==> src/sv/mhtc_pkg.sv <==
package mhtc_pkg;

   // Command codes carried on the request channel.
   typedef enum logic [1:0] {
      CMD_CLEAR  = 2'd0,
      CMD_SET    = 2'd1,
      CMD_DECODE = 2'd2,
      CMD_ENCODE = 2'd3
   } cmd_type;

   // Sequencer states of the top level.
   typedef enum logic [2:0] {
      ST_CLEAR,
      ST_IDLE,
      ST_DEC,
      ST_SCAN,
      ST_OUT
   } state_type;

   // Character that marks an unassigned table entry.
   localparam logic [7:0] EMPTY_MARK = 8'h40;

   // Character value that never encodes.
   localparam logic [7:0] NUL_CHAR = 8'h00;

endpackage

==> src/sv/morse_heap_table_codec.sv <==
// Morse code translation table held as an implicit binary tree in one RAM.
// A code of n symbols (dot 1, dash 0, first symbol highest) sits at heap node
// (1 << n) | pattern, and its character is stored at RAM address node - 1.
// Request channel (req_valid/req_stall) carries a command with a character,
// a code length and a pattern. Response channel (rsp_valid/rsp_stall) returns
// one transfer for decode and encode, none for clear and set.
// Steps per command:
//   set     the RAM is written at the accepting edge.
//   decode  the RAM is read at the accepting edge, ST_DEC then formats the
//           pending result and ST_OUT loads it into the response register.
//   encode  the scan reads one RAM entry per cycle from address 0 and stops
//           at the first match or at the last entry; '@' and NUL skip it.
//   clear   all TABLE_LEN - 1 entries are rewritten to '@', one per cycle.
// The block works on one command at a time and holds req_stall high while busy.
// After reset the same clearing pass runs before the first request transfer
// is taken. A response waits in its output register
// while rsp_stall is high; the block stalls only once the next result is ready
// and the register is still occupied.
module morse_heap_table_codec #(
   parameter int TABLE_LEN    = 128,
   parameter int MAX_CODE_LEN = 6
) (
   input  logic       clock,
   input  logic       reset,
   input  logic       req_valid,
   output logic       req_stall,
   input  logic [1:0] req_cmd,
   input  logic [7:0] req_in_char,
   input  logic [2:0] req_in_len,
   input  logic [5:0] req_in_pattern,
   output logic       rsp_valid,
   input  logic       rsp_stall,
   output logic [7:0] rsp_out_char,
   output logic [2:0] rsp_out_len,
   output logic [5:0] rsp_out_pattern,
   output logic       rsp_found
);

   localparam int            DEPTH    = TABLE_LEN - 1;
   localparam int            AW       = $clog2(DEPTH);
   localparam logic [AW-1:0] LAST_IDX = AW'(DEPTH - 1);

   mhtc_pkg::state_type state_ff, state_in;

   logic [AW-1:0] idx_ff, idx_in;
   logic [3:0]    lvl_ff, lvl_in;
   logic [AW-1:0] mask_ff, mask_in;
   logic [AW-1:0] pat_ff, pat_in;
   logic [7:0]    key_ff, key_in;
   logic          dec_ok_ff, dec_ok_in;

   logic [7:0] pend_char_ff, pend_char_in;
   logic [2:0] pend_len_ff, pend_len_in;
   logic [5:0] pend_pat_ff, pend_pat_in;
   logic       pend_found_ff, pend_found_in;

   logic       rsp_valid_ff;
   logic [7:0] rsp_char_ff;
   logic [2:0] rsp_len_ff;
   logic [5:0] rsp_pat_ff;
   logic       rsp_found_ff;

   logic [7:0]    table_mem [DEPTH];
   logic [7:0]    rd_data_ff;
   logic          mem_we;
   logic [AW-1:0] mem_waddr;
   logic [7:0]    mem_wdata;
   logic          mem_re;
   logic [AW-1:0] mem_raddr;

   logic          accept;
   logic          idx_ok;
   logic [AW-1:0] code_idx;
   logic          hit;
   logic          last;
   logic          rsp_free;
   logic          rsp_load;
   logic          skip_encode;
   logic [15:0]   pat_ext;

   // Code length and pattern to table address.
   mhtc_node_calc #(
      .TABLE_LEN    (TABLE_LEN),
      .MAX_CODE_LEN (MAX_CODE_LEN)
   ) u_node_calc (
      .code_len     (req_in_len),
      .code_pattern (req_in_pattern),
      .idx_ok       (idx_ok),
      .code_idx     (code_idx)
   );

   // Handshake and scan status.
   assign req_stall   = (state_ff != mhtc_pkg::ST_IDLE);
   assign accept      = req_valid && !req_stall;
   assign hit         = (rd_data_ff == key_ff);
   assign last        = (idx_ff == LAST_IDX);
   assign rsp_free    = !rsp_valid_ff || !rsp_stall;
   assign rsp_load    = (state_ff == mhtc_pkg::ST_OUT) && rsp_free;
   assign skip_encode = (req_in_char == mhtc_pkg::EMPTY_MARK) ||
                        (req_in_char == mhtc_pkg::NUL_CHAR);
   assign pat_ext     = 16'(pat_ff);

   // Next state.
   always_comb begin
      state_in = state_ff;
      case (state_ff)
         mhtc_pkg::ST_CLEAR: begin
            if (last) begin
               state_in = mhtc_pkg::ST_IDLE;
            end
         end
         mhtc_pkg::ST_IDLE: begin
            if (accept) begin
               case (mhtc_pkg::cmd_type'(req_cmd))
                  mhtc_pkg::CMD_CLEAR:  state_in = mhtc_pkg::ST_CLEAR;
                  mhtc_pkg::CMD_SET:    state_in = mhtc_pkg::ST_IDLE;
                  mhtc_pkg::CMD_DECODE: state_in = mhtc_pkg::ST_DEC;
                  mhtc_pkg::CMD_ENCODE: begin
                     state_in = skip_encode ? mhtc_pkg::ST_OUT : mhtc_pkg::ST_SCAN;
                  end
                  default: state_in = mhtc_pkg::ST_IDLE;
               endcase
            end
         end
         mhtc_pkg::ST_DEC: begin
            state_in = mhtc_pkg::ST_OUT;
         end
         mhtc_pkg::ST_SCAN: begin
            if (hit || last) begin
               state_in = mhtc_pkg::ST_OUT;
            end
         end
         mhtc_pkg::ST_OUT: begin
            if (rsp_free) begin
               state_in = mhtc_pkg::ST_IDLE;
            end
         end
         default: state_in = mhtc_pkg::ST_IDLE;
      endcase
   end

   // RAM ports, scan counters and the pending result.
   always_comb begin
      idx_in        = idx_ff;
      lvl_in        = lvl_ff;
      mask_in       = mask_ff;
      pat_in        = pat_ff;
      key_in        = key_ff;
      dec_ok_in     = dec_ok_ff;
      pend_char_in  = pend_char_ff;
      pend_len_in   = pend_len_ff;
      pend_pat_in   = pend_pat_ff;
      pend_found_in = pend_found_ff;
      mem_we        = 1'b0;
      mem_waddr     = idx_ff;
      mem_wdata     = mhtc_pkg::EMPTY_MARK;
      mem_re        = 1'b0;
      mem_raddr     = idx_ff;
      case (state_ff)
         mhtc_pkg::ST_CLEAR: begin
            mem_we = 1'b1;
            idx_in = idx_ff + AW'(1);
         end
         mhtc_pkg::ST_IDLE: begin
            if (accept) begin
               case (mhtc_pkg::cmd_type'(req_cmd))
                  mhtc_pkg::CMD_CLEAR: begin
                     idx_in = '0;
                  end
                  mhtc_pkg::CMD_SET: begin
                     mem_we    = idx_ok;
                     mem_waddr = code_idx;
                     mem_wdata = req_in_char;
                  end
                  mhtc_pkg::CMD_DECODE: begin
                     mem_re    = idx_ok;
                     mem_raddr = code_idx;
                     dec_ok_in = idx_ok;
                  end
                  mhtc_pkg::CMD_ENCODE: begin
                     // Start at the root: address 0 is node 1, level 0.
                     key_in        = req_in_char;
                     idx_in        = '0;
                     lvl_in        = 4'd0;
                     mask_in       = '0;
                     pat_in        = '0;
                     mem_re        = !skip_encode;
                     mem_raddr     = '0;
                     pend_char_in  = 8'd0;
                     pend_len_in   = 3'd0;
                     pend_pat_in   = 6'd0;
                     pend_found_in = 1'b0;
                  end
                  default: begin
                     idx_in = idx_ff;
                  end
               endcase
            end
         end
         mhtc_pkg::ST_DEC: begin
            pend_char_in  = dec_ok_ff ? rd_data_ff : mhtc_pkg::EMPTY_MARK;
            pend_len_in   = 3'd0;
            pend_pat_in   = 6'd0;
            pend_found_in = 1'b1;
         end
         mhtc_pkg::ST_SCAN: begin
            if (hit) begin
               pend_len_in   = lvl_ff[2:0];
               pend_pat_in   = pat_ext[5:0];
               pend_found_in = 1'b1;
            end else if (!last) begin
               // Read the next address and step the node to level and pattern.
               idx_in    = idx_ff + AW'(1);
               mem_re    = 1'b1;
               mem_raddr = idx_ff + AW'(1);
               if (pat_ff == mask_ff) begin
                  pat_in  = '0;
                  mask_in = {mask_ff[AW-2:0], 1'b1};
                  lvl_in  = lvl_ff + 4'd1;
               end else begin
                  pat_in = pat_ff + AW'(1);
               end
            end
         end
         mhtc_pkg::ST_OUT: begin
            idx_in = idx_ff;
         end
         default: begin
            idx_in = idx_ff;
         end
      endcase
   end

   // Control registers.
   always_ff @(posedge clock) begin
      if (reset) begin
         state_ff <= mhtc_pkg::ST_CLEAR;
         idx_ff   <= '0;
      end else begin
         state_ff <= state_in;
         idx_ff   <= idx_in;
      end
   end

   // Scan and pending result registers.
   always_ff @(posedge clock) begin
      lvl_ff        <= lvl_in;
      mask_ff       <= mask_in;
      pat_ff        <= pat_in;
      key_ff        <= key_in;
      dec_ok_ff     <= dec_ok_in;
      pend_char_ff  <= pend_char_in;
      pend_len_ff   <= pend_len_in;
      pend_pat_ff   <= pend_pat_in;
      pend_found_ff <= pend_found_in;
   end

   // Table RAM with a registered read port.
   always_ff @(posedge clock) begin
      if (mem_we) begin
         table_mem[mem_waddr] <= mem_wdata;
      end
      if (mem_re) begin
         rd_data_ff <= table_mem[mem_raddr];
      end
   end

   // Response output register.
   always_ff @(posedge clock) begin
      if (reset) begin
         rsp_valid_ff <= 1'b0;
      end else if (rsp_load) begin
         rsp_valid_ff <= 1'b1;
      end else if (!rsp_stall) begin
         rsp_valid_ff <= 1'b0;
      end
   end

   always_ff @(posedge clock) begin
      if (rsp_load) begin
         rsp_char_ff  <= pend_char_ff;
         rsp_len_ff   <= pend_len_ff;
         rsp_pat_ff   <= pend_pat_ff;
         rsp_found_ff <= pend_found_ff;
      end
   end

   assign rsp_valid       = rsp_valid_ff;
   assign rsp_out_char    = rsp_char_ff;
   assign rsp_out_len     = rsp_len_ff;
   assign rsp_out_pattern = rsp_pat_ff;
   assign rsp_found       = rsp_found_ff;

endmodule

==> src/sv/mhtc_node_calc.sv <==
module mhtc_node_calc #(
   parameter int TABLE_LEN    = 128,
   parameter int MAX_CODE_LEN = 6
) (
   input  logic [2:0]                          code_len,
   input  logic [5:0]                          code_pattern,
   output logic                                idx_ok,
   output logic [$clog2(TABLE_LEN - 1) - 1:0]  code_idx
);

   localparam int         DEPTH     = TABLE_LEN - 1;
   localparam int         AW        = $clog2(DEPTH);
   localparam logic [11:0] DEPTH_W  = 12'(DEPTH);
   localparam logic [3:0] MAX_LEN_W = 4'(MAX_CODE_LEN);

   logic [7:0]  lead_bit;
   logic [7:0]  low_mask;
   logic [7:0]  node;
   logic [7:0]  node_m1;
   logic [11:0] node_m1_ext;

   // Heap node: a leading one above the low code_len bits of the pattern.
   always_comb begin
      lead_bit    = 8'd1 << code_len;
      low_mask    = lead_bit - 8'd1;
      node        = lead_bit | ({2'b00, code_pattern} & low_mask);
      node_m1     = node - 8'd1;
      node_m1_ext = {4'b0000, node_m1};
   end

   // The code is usable only if it is short enough and its node lies in the table.
   assign idx_ok   = ({1'b0, code_len} <= MAX_LEN_W) && (node_m1_ext < DEPTH_W);
   assign code_idx = node_m1_ext[AW-1:0];

endmodule

==> config.mk <==
export PLATFORM = sky130hd
export DESIGN_NAME = morse_heap_table_codec
export DESIGN_NICKNAME = d
export VERILOG_FILES = /design/src/sv/mhtc_pkg.sv /design/src/sv/morse_heap_table_codec.sv /design/src/sv/mhtc_node_calc.sv
export SDC_FILE = /design/constraint.sdc
export NUM_CORES = 1
export LEC_CHECK = 0
export ABC_AREA = 0
export BUFFER_PORTS_ARGS = -buffer_cell sky130_fd_sc_hd__buf_2
export CORE_MARGIN = 4
export CORE_UTILIZATION = 45
export DETAILED_ROUTE_END_ITERATION = 16
export GPL_TIMING_DRIVEN = 1
export SETUP_SLACK_MARGIN = 0.4
export SLEW_MARGIN = 40
export SYNTH_ARGS = -nofsm -noshare
export SYNTH_HDL_FRONTEND = slang
export SYNTH_SLANG_ARGS = --single-unit
==> constraint.sdc <==
create_clock -name clock -period 3.55 [get_ports clock]
set_input_delay 0.355 -clock clock [delete_from_list [all_inputs] [get_ports clock]]
set_output_delay 0.355 -clock clock [all_outputs]
set_load 0.05 [all_outputs]
-- After elaboration in Yosys (flattened, before gate mapping)
Memory sizes are Yosys's and may differ from the RTL's. A register that Yosys moved wholly into a read port is not among the register bits.
Index checks and enable logic that the tools add are counted.
- memory bits (writable): 1016
- memories: 1
- input port bits: 23
- output and inout bits: 20
- word-level logic and storage cells: 141
- bits in registers: 74
- memory list (name ; words ; bits a word ; rd ports ; clocked after Yosys merged registers in ; wr ports ; line ; source):
    table_mem ; 127 ; 8 ; 1 ; 1 ; 1 ; morse_heap_table_codec.sv:63 ; logic [7:0] table_mem [DEPTH];
- $add $sub $neg: 5
- bitwise gates (word level): 2
- mux-type cells: 65
- reductions and logical operators: 26
- equality and inequality tests: 23
- order comparisons: 2
- shifts and indexed selects: 1
- operators with widths (kind ; number):
    $mux W7 ; 16
    $pmux W7 S2 ; 4
    $mux W8 ; 6
    $mux W3 ; 8
    $pmux W7 S3 ; 1
    $mux W4 ; 5
    $ne A2 B2 Y1 const B ; 10
    $mux W6 ; 3
    $pmux W6 S3 ; 1
    $pmux W8 S2 ; 1
    $sub A8 B1 Y8 const B ; 2
    $pmux W3 S5 ; 1
    $add A7 B1 Y7 const B ; 2
    $mux W1 ; 12
    $pmux W3 S4 ; 1
    $reduce_and A3 Y1 ; 4
    $pmux W3 S3 ; 1
    $and A6 B8 Y8 ; 1
    $eq A8 B7 Y1 const B ; 1
    $eq A8 B8 Y1 ; 1
    $logic_not A8 Y1 ; 1
    $lt A8 B7 Y1 const B ; 1
    $or A8 B8 Y8 ; 1
    $pmux W4 S2 ; 1
    other kinds (25) ; 39

-- Depth between registers and ports, before layout
Gate-level depths: netlist (run 1).
- word-level depth: 12
- mapped depth: 18
- gate-level depth less buffers: 14

-- Modules after synthesis
From an unflattened synthesis (run 1), not the netlist that was laid out.
- cell total of the unflattened synthesis: 3295
- area, all modules: 45308.5 µm²
- modules (own cells, without submodules) (module ; cells an instance ; area an instance (µm²) ; times used):
    morse_heap_table_codec ; 3257 ; 45021.9 ; 1
    mhtc_node_calc ; 38 ; 286.5 ; 1

-- Least setup slack after synthesis (run 1)
No wires, ideal clock.
- path type: input -> register
- from: in req_in_len[2]
- to: reg rd_data_ff[5] (read register of table_mem), data pin
- required time: 3.273 ns
- data arrival time: 3.180 ns
- buffers on the path: 3
- path slack: 0.093 ns
- stages: 17
- library setup time: 0.277 ns
- cells stage by stage: buf_4 nor2_1 mux2i_1 ha_1 nor3b_1 a221oi_4 o21bai_2 o311ai_2 or2_4 buf_6 buf_6 nand2_1 a21oi_1 a2111oi_0 a21oi_1 a221oi_2 a32oi_1
- cells in the longest elaborated chain, start to end: 10
- RTL lines (what ; line ; source):
    start, declared ; morse_heap_table_codec.sv:29 ; input logic [2:0] req_in_len,
    $shl A1 B3 Y8 ; mhtc_node_calc.sv:24 ; lead_bit = 8'd1 << code_len;
    $sub A8 B1 Y8 ; mhtc_node_calc.sv:25 ; low_mask = lead_bit - 8'd1;
    $and A6 B8 Y8 ; mhtc_node_calc.sv:26 ; node = lead_bit | ({2'b00, code_pattern} & low_mask);
    $or A8 B8 Y8 ; mhtc_node_calc.sv:26 ;
    $sub A8 B1 Y8 ; mhtc_node_calc.sv:27 ; node_m1 = node - 8'd1;
    $lt A8 B7 Y1 ; mhtc_node_calc.sv:32 ; assign idx_ok = ({1'b0, code_len} <= MAX_LEN_W) && (node_m1_ext < DEPTH_W);
    $logic_and A1 B1 Y1 ; mhtc_node_calc.sv:32 ;
    $pmux W1 S2 ; morse_heap_table_codec.sv:166 ; case (mhtc_pkg::cmd_type'(req_cmd))
    $mux W1 ; morse_heap_table_codec.sv:165 ; if (accept) begin
    $pmux W1 S2 ; morse_heap_table_codec.sv:159 ; case (state_ff)
    end, declared ; morse_heap_table_codec.sv:64 ; logic [7:0] rd_data_ff;
Parallel ways exist; a longest one is shown, timed or not.
A chain may end at the register's enable or synchronous reset.

-- Final worst setup path (run 1)
- from: reg rd_data_ff[6] (read register of table_mem)
- to: reg rd_data_ff[5] (read register of table_mem), data pin
- cells in the longest elaborated chain, start to end: 3
- RTL lines (what ; line ; source):
    $eq A8 B8 Y1 * ; morse_heap_table_codec.sv:95 ; assign hit = (rd_data_ff == key_ff);
    $mux W7 / $mux W1 (equally long branches) ; - ;
    $pmux W7 S2 / $pmux W1 S2 (equally long branches) ; morse_heap_table_codec.sv:159 ;
Mark *: on every way between the ends. The rest lies on a longest branch, timed or not.

==> qor.csv, run 1 <==
stage,metric,value,unit
cts,Max Root-Sink Buffers,3,
synth,Netlist cell types,86,
route,Remaining DRCs,0,
synth,sequential-to-total area share from yosys stat,0.727,
placement,Post-Place Cells,5051,
placement,DP Wirelength,90400,um
route,total iterations of the first detailed-routing run,5,
route,First DRT Iteration DRCs,3739,
flow_run,max_cap viols,0,
placement,GP Congestion,0.942,
global_route,initial antenna violation count,0,
sta,relative slew slack,0.427,
finish,Ant. Diodes,0,
cts,worst skew pair latency,0.70,ns
worst_hold_path,worst min-delay path startpoint,req_cmd[0],
setup_path,CP Capture Type,register,
placement,port bufs,42,
sta,Peak Freq,271,MHz
cts,H-tree lvl count,3,
finish,NumNets Final,3998,
floorplanning,core box area,0.0990,mm2
power_and_ir_drop,sequential share of power,0.400,
finish,post-route design area,0.0578,mm2
cts,Num CTS Buffers,114,
setup_path,crit-path cells,buf_6 > xnor2_4 > nand4_1 > nor2_2 > buf_4 > nor3_4 > buf_6 > o221ai_4 > buf_12 > buf_12 > buf_12 > buf_4 > mux2i_2 > nor3_1 > nor3_1 > nand4_1 > nand3_1 > a32oi_1,
global_route,GR Overflow Total,0,
sta,Final setup viols,8,
setup_path,Crit Path Max Fanout,12,
setup_path,Slowest cell on crit path,edfxtp_1,
synth,Post-Syn Area,0.0451,mm2
floorplanning,die area,0.105,mm2
sta,Slew Limit Fails,0,
power_and_ir_drop,Int Pwr,25.0,mW
synth,Synthesized Nets,3436,
floorplanning,row cnt,115,
global_route,number of global-route vias before repair,30100,
power_and_ir_drop,combinational group share of total power,0.281,
cts,"CTS clk-pin slew, worst paths",0.06,ns
finish,P&R area growth vs syn,28.0,%
power_and_ir_drop,power per cell area,621,mW/mm2
power_and_ir_drop,Clock power frac,0.319,
floorplanning,die width,325,um
finish,share of cells above drive strength 1,0.267,
route,Routed Antenna Nets,0,
worst_hold_path,Worst Hold End,state_ff[1],
floorplanning,Vert. Die Dim,325,um
power_and_ir_drop,P_leak,21.0,nW
synth,Mean Syn Cell Area,13.3,um2
sta,Worst Skew,0.0275,ns
worst_hold_path,Worst Hold Class,input pin to register,
global_route,Total Routing Usage GR,0.261,
synth,Post-synth ARST share,0,
placement,placed inst area,0.0520,mm2
synth,top_reg_cell synth,edfxtp_1,
setup_path,arrival time worst endpoint,4.12,ns
sta,fin crit period,3.69,ns
setup_path,reg2reg end,rd_data_ff[5],
setup_path,required time worst endpoint,3.98,ns
setup_path,Worst setup SP type,register,
sta,RSZ-0062 raised after global routing,true,
cts,clock sinks,1097,
route,drt via density,5.88,
synth,"Warnings, synthesis",0,
cts,Root Buffer Master,clkbuf_16,
setup_path,"setup slack, reg-to-reg",-0.14,ns
worst_hold_path,hold path cells,5,
route,wire per inst,26.3,um
power_and_ir_drop,NetSw,10.9,mW
setup_path,kind of critical path,register to register,
synth,"EDFF count, synth",1086,
floorplanning,Initial Util,0.456,
setup_path,FF-to-FF Start,rd_data_ff[6],
global_route,largest net degree at the start of global routing,128,
route,vias post-DR,31400,
route,"wirelength, routed",140000,um
power_and_ir_drop,total power,35.9,mW
global_route,first-pass GRT wire length,205000,um
setup_path,worst reg-to-reg path cell count,18,
power_and_ir_drop,switching part of the total,0.303,
status,failing checks,setup timing,
power_and_ir_drop,worst vdd ir,0.400,mV
sta,Final Cycle Share,1.04,
setup_path,CP peak stage delay,0.54,ns
sta,worst-margin pin slew,0.857,ns
finish,Layout Cells excl Fill,5339,
setup_path,"most used cell, CP",buf_12,
cts,CTS tree,done,
floorplanning,# IOs,43,
synth,Yosys reg bits,1097,
synth,Synth Instances,3404,
sta,Final Hold Viols,0,
status,status,"complete, but fails checks",
sta,Final Worst Setup Slack,-0.144,ns
[Yosys cell counts (7+ instances only)]
cell type / number / share of area
a31oi_1: 28 / 0.0039
nor2_1: 197 / 0.016
a221oi_1: 23 / 0.0045
buf_4: 23 / 0.0038
buf_2: 132 / 0.015
o21ai_0: 48 / 0.0053
o221ai_1: 7 / 0.0014
ha_1: 9 / 0.0025
a221o_1: 7 / 0.0016
xnor2_1: 18 / 0.0035
mux2i_1: 136 / 0.030
a21oi_1: 119 / 0.013
o22ai_1: 17 / 0.0024
xor2_1: 7 / 0.0014
nand4_1: 37 / 0.0051
a32oi_1: 38 / 0.0074
o311ai_0: 11 / 0.0021
clkbuf_1: 34 / 0.0028
buf_1: 8 / 0.00067
nor4_1: 12 / 0.0017
nand3_1: 321 / 0.036
inv_1: 13 / 0.0011
nand2_1: 810 / 0.067
nor3_1: 25 / 0.0028
and3_1: 35 / 0.0049
edfxtp_1: 1086 / 0.72
a311oi_1: 19 / 0.0037
a22oi_1: 8 / 0.0013
o211ai_1: 14 / 0.0023
dfxtp_1: 11 / 0.0049
and2_1: 29 / 0.0040
[per-stage QoR]
step	hold WS, ns	worst slack (ns)	TNS, ns	utilization
2_1_floorplan	0.400	0.281	0	-
4_1_cts	0.180	-0.126	-0.784	0.577
5_1_grt	0.239	-0.285	-1.90	0.584
6_report	0.211	-0.144	-0.879	0.584
3_3_place_gp	0.402	-0.839	-119.66	0.525
3_5_place_dp	0.405	-0.636	-180.21	0.525
[power by group through the flow]
stage          registers (mW)  logic [mW]  clock network (mW)
3_3_place_gp             14.6        8.59                   0
5_1_grt                  14.4        10.6                12.1
6_report                 14.3        10.1                11.4
3_5_place_dp             14.6        8.59                   0
2_1_floorplan            14.6        4.32                   0
4_1_cts                  14.3        9.71                11.6
[cell type report]
| type | instances | area, um2 |
|---|---|---|
| fill | 7706 | 41200 |
| sequential | 1097 | 32800 |
| multi-input combinational | 2089 | 12900 |
| timing repair buffer | 648 | 6820 |
| clock buffer | 144 | 2990 |
| tap | 1287 | 1610 |
| clock inverter | 58 | 536 |
| inverter | 16 | 60.1 |
[registers in the layout, indices dropped and copies added (netlist names)]
name / cells
rsp_valid: 1
pend_pat_ff: 6
rsp_out_char: 8
table_mem: 1016
state_ff: 3
key_ff: 8
rsp_out_len: 3
lvl_ff: 3
mask_ff: 7
rd_data_ff: 8
pat_ff: 7
rsp_found: 1
dec_ok_ff: 1
idx_ff: 7
pend_len_ff: 3
pend_char_ff: 8
pend_found_ff: 1
rsp_out_pattern: 6
[layer usage]
| metal | GRT usage | wire length, um | part of all wire |
|---|---|---|---|
| met1 | 0.368 | 58000 | 0.41 |
| met5 | 0 | 0 | 0 |
| met2 | 0.406 | 64600 | 0.46 |
| met4 | 0.0892 | 4320 | 0.031 |
| met3 | 0.0529 | 13300 | 0.095 |
[how the worst max path moves through the flow]
stage,startpoint,to,slack [ns],cells after the start
floorplan,req_in_len[1],table_mem[16][0],0.28,12
global placement,req_in_len[1],rd_data_ff[1],-0.84,17
detailed placement,req_in_len[1],rd_data_ff[0],-0.64,18
CTS,rd_data_ff[6],rd_data_ff[6],-0.13,19
global route,rd_data_ff[6],rd_data_ff[5],-0.28,17
finish,rd_data_ff[6],rd_data_ff[5],-0.14,18
[critical path: cells and delay by family, from the launching register on]
kind / cells / cell delay [ns]
xor+xnor: 1 / 0.16
mux: 1 / 0.28
flops: 1 / 0.54
buf+inv: 7 / 1.17
simple gates: 7 / 1.03
compound gates: 2 / 0.25
[cell families after synthesis]
group | share of synthesized area
fa+ha+maj | 0.00249
buf+inv | 0.0248
xor+xnor | 0.00485
mux | 0.0302
flops | 0.727
compound gates | 0.0648
simple gates | 0.146
[layout by cell type, fill, tap and decap left out, types with 11 or more instances in the layout]
master,netlist,routed
o22ai_1,17,13
mux2i_1,136,124
clkbuf_16,0,115
edfxtp_1,1086,1086
a32oi_1,38,36
a311oi_1,19,15
inv_1,13,13
clkbuf_1,34,29
buf_2,132,42
xnor2_1,18,17
dlygate4sd3_1,0,11
a21oi_1,119,109
a221oi_1,23,14
and2_1,29,27
nand4_1,37,37
o311ai_1,5,11
nor2_2,3,11
nand3_1,321,308
nor3_1,25,19
o211ai_1,14,14
nand2_1,810,800
clkinv_2,0,15
nor2_1,197,64
clkinv_1,1,23
o21ai_0,48,34
o21ai_1,4,13
and3_1,35,27
buf_4,23,434
nor2_4,2,127
a31oi_1,28,25
buf_12,0,121
buf_6,6,15
nand3_2,2,13
[repair_timing]
| item | 4_1_cts | 5_1_grt |
|---|---|---|
| pin swaps | 42 | 40 |
| setup endpoints to repair | 651 | 810 |
| gates cloned | 12 | 0 |
| hold buffers | 11 | 0 |
| endpoints found under the hold margin | 17 | 0 |
| buffers inserted | 43 | 19 |
| resized for setup | 138 | 75 |
No activity file was read; power rests on OpenSTA's default activity.
==> run 2, diff against run 1 <==
RECOVER_POWER = 100   (was not set)
==> run 2 against run 1 <==
The run ends with capacitance limit, slew limit, setup timing left. Flip-flop and latch count unchanged. Critical path depth fell by 1. Global-route usage unchanged. Total power hardly changed. Sequential power about the same. Critical path type unchanged. Largest cell class unchanged.
==> qor.csv, run 2 (synthesized netlist as in run 1, its figures left out) <==
stage,metric,value,unit
floorplanning,Vert. Die Dim,325,um
route,drt via density,5.91,
finish,NumNets Final,3998,
power_and_ir_drop,Int Pwr,25.0,mW
floorplanning,row cnt,115,
power_and_ir_drop,NetSw,10.9,mW
setup_path,Slowest cell on crit path,edfxtp_1,
cts,CTS tree,done,
setup_path,arrival time worst endpoint,4.13,ns
floorplanning,die area,0.105,mm2
global_route,largest net degree at the start of global routing,128,
setup_path,cell family with most CP delay,buffers and inverters,
sta,Final setup viols,8,
finish,Layout Cells excl Fill,5339,
placement,placed inst area,0.0520,mm2
route,Remaining DRCs,0,
sta,Slew Limit Fails,181,
cts,H-tree lvl count,3,
finish,max reg flops,1016,
power_and_ir_drop,combinational group share of total power,0.281,
status,failing checks,"capacitance limit, slew limit, setup timing",
placement,Post-Place Cells,5051,
sta,Final Worst Setup Slack,-0.149,ns
placement,DP Wirelength,90400,um
global_route,number of global-route vias before repair,30100,
setup_path,Worst setup SP type,register,
setup_path,"setup slack, reg-to-reg",-0.15,ns
cts,clock sinks,1097,
power_and_ir_drop,Clock power frac,0.319,
route,"wirelength, routed",141000,um
floorplanning,core box area,0.0990,mm2
floorplanning,die width,325,um
sta,Worst Skew,0.0310,ns
power_and_ir_drop,power per cell area,623,mW/mm2
sta,Peak Freq,270,MHz
floorplanning,# IOs,43,
finish,post-route design area,0.0576,mm2
route,Routed Antenna Nets,0,
setup_path,"most used cell, CP",buf_4,
cts,Root Buffer Master,clkbuf_16,
power_and_ir_drop,P_leak,20.9,nW
sta,relative slew slack,-0.122,
flow_run,max_cap viols,3,
finish,P&R area growth vs syn,27.7,%
finish,"most common cell after layout, fill and taps aside",edfxtp_1,
setup_path,crit-path cells,buf_6 > xnor2_4 > nand4_1 > nor2_2 > buf_4 > nor3_4 > buf_6 > o221a_4 > bufbuf_16 > buf_4 > buf_4 > nand2_1 > a21oi_1 > o21ai_0 > nand3_1 > nand3_1 > a32oi_1,
route,wire per inst,26.4,um
floorplanning,Initial Util,0.456,
route,First DRT Iteration DRCs,3727,
power_and_ir_drop,sequential share of power,0.399,
power_and_ir_drop,worst vdd ir,0.403,mV
global_route,Total Routing Usage GR,0.261,
setup_path,required time worst endpoint,3.98,ns
worst_hold_path,Worst Hold Class,input pin to register,
setup_path,kind of critical path,register to register,
sta,RSZ-0062 raised after global routing,true,
placement,port bufs,42,
power_and_ir_drop,switching part of the total,0.304,
cts,Max Root-Sink Buffers,3,
finish,share of cells above drive strength 1,0.257,
global_route,GR Overflow Total,0,
cts,"CTS clk-pin slew, worst paths",0.06,ns
setup_path,Crit Path Max Fanout,8,
status,status,"complete, but fails checks",
finish,Ant. Diodes,0,
setup_path,CP Capture Type,register,
cts,Num CTS Buffers,114,
placement,GP Congestion,0.942,
route,vias post-DR,31600,
sta,Final Hold Viols,0,
global_route,first-pass GRT wire length,205000,um
route,total iterations of the first detailed-routing run,6,
finish,most frequent cells in the layout,"edfxtp_1, nand2_1, buf_4",
cts,worst skew pair latency,0.70,ns
global_route,initial antenna violation count,0,
finish,"Most flops, register",table_mem,
finish,Fillers,7751,
setup_path,Worst Path Buf+Inv,6,
sta,worst-margin pin slew,1.68,ns
sta,Final Cycle Share,1.04,
sta,fin crit period,3.70,ns
setup_path,CP peak stage delay,0.54,ns
run 2: changes by cell type in the layout (fill, tap and decap cells not counted), moves of 4 or more:
cell	previous run	this run
and3_2	0	4
buf_2	42	15
and2_1	27	16
and3_4	8	1
clkbuf_1	29	58
and2_0	0	11
run 2: metrics by stage:
stage / setup TNS [ns] / total power, mW / hold WS, ns / utilization / worst slack, ns
after floorplan: 0 / 19.0 / 0.400 / - / 0.281
after global placement: -119.66 / 23.2 / 0.402 / 0.525 / -0.839
after detailed placement: -180.21 / 23.2 / 0.405 / 0.525 / -0.636
after CTS: -0.784 / 35.6 / 0.180 / 0.577 / -0.126
after global routing: -13.49 / 37.1 / 0.239 / 0.582 / -0.285
final: -0.841 / 35.9 / 0.222 / 0.582 / -0.149
run 2: area by class of cell:
cell class,instances,area [um2],area share
clock buffers,144,2990,0.0518
flip-flops and latches,1097,32800,0.570
multi-input cells,2089,12900,0.223
clock inverters,58,536,0.00929
inverters,16,60.1,0.00104
repair buffers,648,6750,0.117
well taps,1287,1610,0.0279
run 2: timing repair:
| item | 4_1_cts | 5_1_grt |
|---|---|---|
| gates cloned | 12 | 0 |
| pin swaps | 42 | 40 |
| setup endpoints to repair | 651 | 810 |
| hold buffers | 11 | 0 |
| endpoints found under the hold margin | 17 | 0 |
| gates resized for setup | 138 | 75 |
| setup buffers | 43 | 19 |
run 2: final timing paths:
| kind | end | cells after the start | from |
|---|---|---|---|
| min | state_ff[1] | 5 | req_cmd[0] |
| max | rd_data_ff[5] | 17 | rd_data_ff[6] |
| min reg2reg | rsp_out_char[7] | 0 | pend_char_ff[7] |
| max reg2reg | rd_data_ff[5] | 17 | rd_data_ff[6] |
run 2: power groups by stage:
stage / Clock (mW) / Combinational, mW / Sequential (mW)
detailed placement: 0 / 8.59 / 14.6
global route: 12.1 / 10.6 / 14.4
global placement: 0 / 8.59 / 14.6
floorplan: 0 / 4.32 / 14.6
CTS: 11.6 / 9.71 / 14.3
finish: 11.5 / 10.1 / 14.3
run 2: worst register-to-register path: stages, from the launching register on:
cell,delay [ns]
edfxtp_1,0.54
buf_6,0.21
xnor2_4,0.16
nand4_1,0.17
nor2_2,0.17
buf_4,0.14
nor3_4,0.04
buf_6,0.13
o221a_4,0.31
bufbuf_16,0.31
buf_4,0.16
buf_4,0.17
nand2_1,0.07
a21oi_1,0.06
o21ai_0,0.26
nand3_1,0.25
nand3_1,0.19
a32oi_1,0.11
run 2: per-layer routing:
layer | vias to the layer above | share of wire | global-route usage
li1 | 13900 | - | -
met1 | 15800 | 0.41 | 0.368
met2 | 1579 | 0.46 | 0.406
met3 | 279 | 0.097 | 0.0529
met4 | 0 | 0.033 | 0.0892
met5 | - | 0 | 0
